===== config.mk =====
export PLATFORM = sky130hd
export DESIGN_NAME = circular_linked_queue_engine
export DESIGN_NICKNAME = d
export VERILOG_FILES = /design/src/rtl/cleq_pkg.sv /design/src/rtl/cleq_ram.sv /design/src/rtl/circular_linked_queue_engine.sv
export SDC_FILE = /design/constraint.sdc
export NUM_CORES = 1
export LEC_CHECK = 0
export BUFFER_PORTS_ARGS = -buffer_cell sky130_fd_sc_hd__buf_2
export CAP_MARGIN = 10
export CORE_MARGIN = 2
export CORE_UTILIZATION = 34
export CTS_CLUSTER_SIZE = 10
export DETAILED_ROUTE_END_ITERATION = 6
export GPL_TIMING_DRIVEN = 0
export MAX_ROUTING_LAYER = met4
export SLEW_MARGIN = 0
export SYNTH_ARGS = -nofsm -noshare
export SYNTH_HDL_FRONTEND = slang
export SYNTH_SLANG_ARGS = --single-unit

===== constraint.sdc =====
create_clock -name clk -period 14.4 [get_ports clk]
set_input_delay 2.16 -clock clk [delete_from_list [all_inputs] [get_ports clk]]
set_output_delay 2.16 -clock clk [all_outputs]
set_load 0.1 [all_outputs]

===== src/rtl/cleq_pkg.sv =====
// ----------------------------------------------------------------------------
// cleq_pkg
// Shared types, widths and codes of the circular linked queue engine.
// ----------------------------------------------------------------------------
package cleq_pkg;

  localparam int ID_W          = 6;
  localparam int CNT_W         = 7;
  localparam int STATUS_W      = 2;
  localparam int MAX_ITEMS_DEF = 64;

  // operation codes
  localparam logic CMD_APPEND = 1'b0;
  localparam logic CMD_REMOVE = 1'b1;

  // result status codes
  localparam logic [STATUS_W-1:0] STS_OK      = 2'd0;
  localparam logic [STATUS_W-1:0] STS_EMPTY   = 2'd1;
  localparam logic [STATUS_W-1:0] STS_MISSING = 2'd2;
  localparam logic [STATUS_W-1:0] STS_PRESENT = 2'd3;

  typedef struct packed {
    logic            cmd;
    logic [ID_W-1:0] item_id;
  } in_item_t;

  typedef struct packed {
    logic [STATUS_W-1:0] status;
    logic                head_valid;
    logic [ID_W-1:0]     head_item;
    logic [CNT_W-1:0]    count;
  } out_item_t;

endpackage


===== src/rtl/cleq_ram.sv =====
// ----------------------------------------------------------------------------
// cleq_ram
// Generic single-write, single-read RAM with registered read (read-first).
// ----------------------------------------------------------------------------
module cleq_ram #(
  parameter int WIDTH = 8,
  parameter int DEPTH = 64,
  localparam int AW = (DEPTH > 1) ? $clog2(DEPTH) : 1
) (
  input  logic             clk,
  input  logic             wr_en,
  input  logic [AW-1:0]    wr_addr,
  input  logic [WIDTH-1:0] wr_data,
  input  logic [AW-1:0]    rd_addr,
  output logic [WIDTH-1:0] rd_data
);

  logic [WIDTH-1:0] mem [DEPTH];

  always_ff @(posedge clk) begin
    if (wr_en) begin
      mem[wr_addr] <= wr_data;
    end
    rd_data <= mem[rd_addr];
  end

endmodule


===== src/rtl/circular_linked_queue_engine.sv =====
// ----------------------------------------------------------------------------
// circular_linked_queue_engine
// Result: an accepted item moves the sequencer to ST_LINK, and its result is
//   registered into the output or spare result register when that cycle ends.
// Occupancy: no item is taken in ST_LINK, as link RAM reads are registered:
//   links are read in the accept cycle, neighbours written in the next.
// Stalls: a spare result register lets one more item through while a result
//   waits; outside ST_LINK, input stalls only with both result registers full.
// Reset: synchronous active-low rst_n empties the queue and clears membership;
//   link RAMs are not cleared (only members' links are ever read).
// ----------------------------------------------------------------------------
module circular_linked_queue_engine #(
  parameter int MAX_ITEMS = cleq_pkg::MAX_ITEMS_DEF
) (
  input  logic                clk,
  input  logic                rst_n,
  input  logic                in_valid,
  output logic                in_ready,
  input  cleq_pkg::in_item_t  in_data,
  output logic                out_valid,
  input  logic                out_ready,
  output cleq_pkg::out_item_t out_data
);

  localparam int IdW   = cleq_pkg::ID_W;
  localparam int CntW  = cleq_pkg::CNT_W;
  localparam int StsW  = cleq_pkg::STATUS_W;
  localparam int IdxW  = $clog2(MAX_ITEMS);
  // only identifiers that fit the item_id field can ever be members
  localparam int FlagN = (MAX_ITEMS < 2**IdW) ? MAX_ITEMS : 2**IdW;
  localparam int FlagW = $clog2(FlagN);

  // sequencer codes
  localparam logic ST_IDLE = 1'b0;  // waiting for an item, reads issued on accept
  localparam logic ST_LINK = 1'b1;  // read data back, neighbour links written

  logic                state_r, state_nxt;
  logic [FlagN-1:0]    flag_r, flag_nxt;
  logic [IdxW-1:0]     head_r, head_nxt;
  logic                present_r, present_nxt;
  logic [CntW-1:0]     count_r, count_nxt;

  // item held from the accept cycle into the link cycle
  logic                do_app_r, do_rem_r;
  logic [IdxW-1:0]     id_r;
  logic [StsW-1:0]     status_r;

  logic                out_valid_r, out_valid_nxt;
  cleq_pkg::out_item_t out_data_r, out_data_nxt;

  // spare result register, behind out_data_r in order
  logic                pend_valid_r, pend_valid_nxt;
  cleq_pkg::out_item_t pend_data_r, pend_data_nxt;
  cleq_pkg::out_item_t link_res;

  // accept-cycle decode
  logic                accept;
  logic                in_id_ok;
  logic                in_member;
  logic [IdxW-1:0]     in_idx;
  logic                app_ok, rem_ok;
  logic [StsW-1:0]     in_status;

  // link RAM ports
  logic                next_we, prev_we;
  logic [IdxW-1:0]     next_wa, prev_wa, next_ra, prev_ra;
  logic [IdxW-1:0]     next_wd, prev_wd, next_rd, prev_rd;

  // --------------------------------------------------------------------------
  // Handshake: an item may enter in ST_IDLE while the spare register is free.
  // --------------------------------------------------------------------------
  assign in_ready  = (state_r == ST_IDLE) && !pend_valid_r;
  assign accept    = in_valid && in_ready;
  assign out_valid = out_valid_r;
  assign out_data  = out_data_r;

  // --------------------------------------------------------------------------
  // Decode: membership flag stands in for a list walk.
  // --------------------------------------------------------------------------
  assign in_id_ok  = 32'(in_data.item_id) < MAX_ITEMS;
  assign in_member = in_id_ok && flag_r[in_data.item_id[FlagW-1:0]];
  assign in_idx    = IdxW'(in_data.item_id);

  always_comb begin
    app_ok    = 1'b0;
    rem_ok    = 1'b0;
    in_status = cleq_pkg::STS_OK;
    if (in_data.cmd == cleq_pkg::CMD_APPEND) begin
      if (in_member || !in_id_ok) begin
        in_status = cleq_pkg::STS_PRESENT;
      end else begin
        app_ok = 1'b1;
      end
    end else begin
      if (!present_r) begin
        in_status = cleq_pkg::STS_EMPTY;
      end else if (!in_member) begin
        in_status = cleq_pkg::STS_MISSING;
      end else begin
        rem_ok = 1'b1;
      end
    end
  end

  // --------------------------------------------------------------------------
  // Link RAM access.
  // Append, accept cycle: read tail = prev[head], write prev[head] = id and
  //   next[id] = head (RAM is read-first, so the old tail comes back).
  // Append, link cycle: prev[id] = tail, next[tail] = id.
  // Append to empty queue: item links to itself.
  // Remove, accept cycle: read succ = next[id], pred = prev[id].
  // Remove, link cycle: next[pred] = succ, prev[succ] = pred.
  // --------------------------------------------------------------------------
  always_comb begin
    next_we = 1'b0;
    next_wa = in_idx;
    next_wd = head_r;
    next_ra = in_idx;
    prev_we = 1'b0;
    prev_wa = head_r;
    prev_wd = in_idx;
    prev_ra = in_idx;
    if (accept && app_ok) begin
      next_we = 1'b1;
      prev_we = 1'b1;
      if (present_r) begin
        prev_ra = head_r;
      end else begin
        next_wd = in_idx;
        prev_wa = in_idx;
      end
    end
    if (state_r == ST_LINK) begin
      if (do_app_r && present_r) begin
        prev_we = 1'b1;
        prev_wa = id_r;
        prev_wd = prev_rd;
        next_we = 1'b1;
        next_wa = prev_rd;
        next_wd = id_r;
      end
      if (do_rem_r) begin
        next_we = 1'b1;
        next_wa = prev_rd;
        next_wd = next_rd;
        prev_we = 1'b1;
        prev_wa = next_rd;
        prev_wd = prev_rd;
      end
    end
  end

  cleq_ram #(
    .WIDTH (IdxW),
    .DEPTH (MAX_ITEMS)
  ) u_next_ram (
    .clk     (clk),
    .wr_en   (next_we),
    .wr_addr (next_wa),
    .wr_data (next_wd),
    .rd_addr (next_ra),
    .rd_data (next_rd)
  );

  cleq_ram #(
    .WIDTH (IdxW),
    .DEPTH (MAX_ITEMS)
  ) u_prev_ram (
    .clk     (clk),
    .wr_en   (prev_we),
    .wr_addr (prev_wa),
    .wr_data (prev_wd),
    .rd_addr (prev_ra),
    .rd_data (prev_rd)
  );

  // --------------------------------------------------------------------------
  // Queue state update in the link cycle, and the result it produces.
  // --------------------------------------------------------------------------
  always_comb begin
    flag_nxt    = flag_r;
    head_nxt    = head_r;
    present_nxt = present_r;
    count_nxt   = count_r;
    if (state_r == ST_LINK) begin
      if (do_app_r) begin
        flag_nxt[id_r[FlagW-1:0]] = 1'b1;
        count_nxt = count_r + CntW'(1);
        if (!present_r) begin
          head_nxt    = id_r;
          present_nxt = 1'b1;
        end
      end
      if (do_rem_r) begin
        flag_nxt[id_r[FlagW-1:0]] = 1'b0;
        count_nxt = count_r - CntW'(1);
        if (head_r == id_r) begin
          // head leaves: successor takes over, or the queue empties
          if (next_rd == id_r) begin
            present_nxt = 1'b0;
            head_nxt    = '0;
          end else begin
            head_nxt = next_rd;
          end
        end
      end
    end
  end

  // result of the item in the link cycle; goes to the output register if that
  // is free by the edge, else into the spare register behind it
  always_comb begin
    link_res.status     = status_r;
    link_res.head_valid = present_nxt;
    link_res.head_item  = present_nxt ? IdW'(head_nxt) : '0;
    link_res.count      = count_nxt;
    out_data_nxt        = out_data_r;
    out_valid_nxt       = out_valid_r;
    pend_data_nxt       = pend_data_r;
    pend_valid_nxt      = pend_valid_r;
    if (out_valid_r && out_ready) begin
      out_valid_nxt  = pend_valid_r;
      out_data_nxt   = pend_data_r;
      pend_valid_nxt = 1'b0;
    end
    if (state_r == ST_LINK) begin
      if (!out_valid_nxt) begin
        out_valid_nxt = 1'b1;
        out_data_nxt  = link_res;
      end else begin
        pend_valid_nxt = 1'b1;
        pend_data_nxt  = link_res;
      end
    end
  end

  always_comb begin
    case (state_r)
      ST_IDLE: state_nxt = accept ? ST_LINK : ST_IDLE;
      ST_LINK: state_nxt = ST_IDLE;
      default: state_nxt = ST_IDLE;
    endcase
  end

  // control state
  always_ff @(posedge clk) begin
    if (!rst_n) begin
      state_r      <= ST_IDLE;
      flag_r       <= '0;
      head_r       <= '0;
      present_r    <= 1'b0;
      count_r      <= '0;
      do_app_r     <= 1'b0;
      do_rem_r     <= 1'b0;
      out_valid_r  <= 1'b0;
      pend_valid_r <= 1'b0;
    end else begin
      state_r      <= state_nxt;
      flag_r       <= flag_nxt;
      head_r       <= head_nxt;
      present_r    <= present_nxt;
      count_r      <= count_nxt;
      out_valid_r  <= out_valid_nxt;
      pend_valid_r <= pend_valid_nxt;
      if (accept) begin
        do_app_r <= app_ok;
        do_rem_r <= rem_ok;
      end
    end
  end

  // payload
  always_ff @(posedge clk) begin
    if (accept) begin
      id_r     <= in_idx;
      status_r <= in_status;
    end
    out_data_r  <= out_data_nxt;
    pend_data_r <= pend_data_nxt;
  end

`ifndef ASSERT_OFF
  a_present_count : assert property (@(posedge clk) disable iff (!rst_n)
    present_r == (count_r != '0))
    else $error("head flag disagrees with count");

  a_members_count : assert property (@(posedge clk) disable iff (!rst_n)
    $countones(flag_r) == 32'(count_r))
    else $error("membership flags disagree with count");

  a_result_timing : assert property (@(posedge clk) disable iff (!rst_n)
    accept |=> (state_r == ST_LINK) ##1 out_valid_r)
    else $error("result not produced two cycles after accept");

  a_remove_count : assert property (@(posedge clk) disable iff (!rst_n)
    (state_r == ST_LINK && do_rem_r) |=> (count_r == $past(count_r) - CntW'(1)))
    else $error("successful remove did not shrink the queue");
`endif

endmodule

==> impl_results.md <==
* # DRC at 0
* Crit end category: flop
* Max Cap Viol at 0
* Root buffer cell: clkbuf_16
* Most common cell after layout, fill and taps aside: edfxtp_1
* Detailed placer's ending HPWL at 64.4 mm
* Layout area overhead at 14.5%
* Seq pwr share at 51.1%
* Crit-path max FO at 43
* Clock transition at the registers of the reported paths at 0.06 ns
* Antenna Cells at 0
* CP Launch Type: input pin
* FF-to-FF Start: flag_r[11]
* Sum Neg Setup Slack at 0 ns
* Global-route wire length before repair at 144 mm
* DP Worst Slack at 5.79 ns
* Pleak at 13.2 nW
* Ys async rst share at 0%
* Clock Skew at 0.0350 ns
* Syn Area/Cell at 15.3 sq um
* Crit path required time at 14.68 ns
* Layout Cells excl Fill at 3,985
* Count of cell types in the netlist at 62
* Max transition margin at 6.13%
* Rows at 120
* Initial antenna violation count at 2
* Vias at 21,900
* Final Critical Period at 7.33 ns
* Reg2Reg Depth at 14
* Setup Crit Path Kind: input pin to flop
* Routability cong. at 0.949
* Largest net degree at the start of global routing at 72
* Sequential fraction of the synthesis area at 71.4%
* Nets at 2,546
* Layout Utilization at 39.1%
* Worst Max-Slew Pin Slew at 1.37 ns
* Post-synthesis net count at 2,392
* Comb pwr share at 7.2%
* Synth Register Bits at 903
* Clock sink total at 903
* Number of vias per cell at 5.48
* Ports at 29
* Worst setup path start: in_data[0]
* H-tree depth at 3
* Antenna Nets Post-Route at 0
* Arr. time, crit path at 7.61 ns
* Psw at 1.31 mW
* Met2 WL at 45.3 mm
* Power Internal at 4.32 mW
* HP Start: flag_r[39]
* Hold Crit Depth at 2
* DR pass1 iterations at 6
* Clock Path Buffers at 3
* CTS Hold Bufs at 0
* Setup ws final at 7.07 ns
* Starting Density at 34.2%
* Detailed-route wire length at 98.4 mm
* Clock share of power at 41.7%
* Length of routed met3 wiring at 8.82 mm
* Post-CTS sizing at 0
* Switching Share at 23.3%
* Metal-1 WL at 40.9 mm
* Die Span Y at 331 um
* PD cells at 135 nW/um^2
* Max IR drop VDD at 89.0 uV
* Worst hold-check path type: flop to flop
* Yosys warns at 0
* 1st-iter DRT viols at 2,785
* Share of layout cells above drive strength 1 at 14.9%
* RSZ-0062 raised after global routing: false
* Area of the multi-input gates at 9760 sq um
* Final hold violation count at 0
* Post-Syn Instances at 2,379
* Commonest non-fill, non-tap cells in the layout: edfxtp_1, nand2_1, nor2_1, mux4_2, nand3_1
* Uppermost layer routed: met4
* # setup viols final at 0
* Fill cells at 9,846
* Post-route clock period utilization at 50.9%
* Number of flops mapped to enable cells by yosys at 792
* I/O Buffers at 27
* Slew Viols, Final at 0
* Post-CTS Repair Setup Buffers at 0
* Placed insts at 3,830
* Die area at 110,000 sq um
* Num CTS Buffers at 102
* Total core area at 107,000 sq um
* Top FF cell, synth: edfxtp_1
* Synthesized area at 36,400 sq um
* Reg area at 26,000 sq um
* Worst-Skew Late Latency at 0.69 ns
* Vias in the first global route at 21,500
* F_max at 137 MHz
* Gr ovfl total at 0
* GRT Total Usage at 18.2%
* Die W at 331 um
* Status: completed
* CTS tree: done
* WL/cell at 24.7 um
[cell families after synthesis]
group | Yosys count | synth area share (%)
and+or+nand+nor | 800 | 9.49
buffers and inverters | 144 | 1.83
xor gates and xnor gates | 18 | 0.433
DFF | 903 | 71.4
muxes | 238 | 12.1
AOI/OAI and AO/OA | 274 | 4.63
adders and majority gates | 2 | 0.0687
[per-layer routing]
| layer | track usage (%) | vias up |
|---|---|---|
| li1 | - | 9432 |
| met1 | 24.3 | 11100 |
| met2 | 27.8 | 1125 |
| met3 | 3.60 | 224 |
| met4 | 6.23 | 0 |
| met5 | - | - |
[through the flow]
stage               hold WS (ns)  total power, mW  cell area (sq um)
global route               0.493             5.79              41700
floorplan                  0.427             3.19              36400
CTS                        0.483             5.66              41600
detailed placement         0.469             3.33              38700
finish                     0.478             5.63              41700
global placement           0.462             3.32              38300
[cells in the mapped netlist (3+ instances only)]
library cell | instances | share of area (%)
clkbuf_1 | 67 | 0.69
o31ai_1 | 6 | 0.12
nor2b_1 | 12 | 0.21
dfxtp_1 | 111 | 6.1
xor2_1 | 7 | 0.17
a211oi_1 | 8 | 0.16
nor3_1 | 22 | 0.30
mux2_2 | 5 | 0.15
mux2i_1 | 71 | 2.0
a32o_1 | 6 | 0.16
mux4_2 | 162 | 10
nand4_1 | 23 | 0.40
buf_6 | 3 | 0.093
o21ai_0 | 66 | 0.91
buf_1 | 21 | 0.22
nand2_1 | 294 | 3.0
nand2b_1 | 9 | 0.15
o21ai_1 | 7 | 0.096
nand3_1 | 143 | 2.0
buf_4 | 7 | 0.14
inv_1 | 19 | 0.20
a221oi_1 | 9 | 0.22
buf_2 | 22 | 0.30
and3_1 | 5 | 0.086
edfxtp_1 | 792 | 65
nor3b_1 | 3 | 0.062
buf_12 | 3 | 0.16
o221ai_1 | 7 | 0.17
xnor2_1 | 11 | 0.26
a31oi_1 | 23 | 0.40
a22oi_1 | 10 | 0.21
a32oi_1 | 7 | 0.17
a22o_1 | 5 | 0.12
a2111oi_0 | 3 | 0.072
nor2_1 | 254 | 2.6
nor4_1 | 3 | 0.052
a21oi_1 | 99 | 1.4
a21boi_0 | 3 | 0.062
and2_1 | 22 | 0.38
[final timing paths]
check                           slack (ns)                     to
worst max register to register        9.05  u_prev_ram.mem[12][1]
worst min register to register        0.48             flag_r[39]
worst max-delay path                  7.07  u_prev_ram.mem[12][1]
worst min-delay path                  0.48             flag_r[39]
[cell type report]
cell class / instances / area share, %
clock buffer: 144 / 6.63
sequential: 903 / 62.4
multi-input combinational: 1332 / 23.4
buffer: 123 / 1.41
tap: 1403 / 4.21
timing repair buffer: 50 / 1.31
clock inverter: 9 / 0.432
inverter: 21 / 0.189
[worst max-delay path: stages]
cell and delay, ns:
buf_2 0.14, buf_4 0.27, buf_1 0.90, mux2i_1 0.28
a22oi_1 0.14, a22oi_2 0.37, nand2_1 0.24, or2_1 0.25
buf_2 0.18, mux2i_1 0.16, a22o_1 0.46, inv_2 0.38
buf_12 0.29, nor2_1 0.16, nand3_1 0.45, nor2_1 0.76
[state kept, by name, summed over array words and instances, names as in the netlist, 2 cells and up]
signal              count
flag_r                 64
count_r                 7
id_r                    6
pend_data_r            16
u_prev_ram.rd_data      6
head_r                  6
u_prev_ram.mem        384
status_r                2
u_next_ram.rd_data      6
out_data               16
u_next_ram.mem        384
[power by group through the flow]
stage               clock network (mW)  logic, mW  registers (mW)
floorplan                            0      0.195            3.00
global placement                     0      0.385            2.94
detailed placement                   0      0.400            2.93
CTS                               2.38      0.401            2.88
global route                      2.48      0.424            2.88
finish                            2.35      0.405            2.88
No activity file was read; power rests on OpenSTA's default activity.
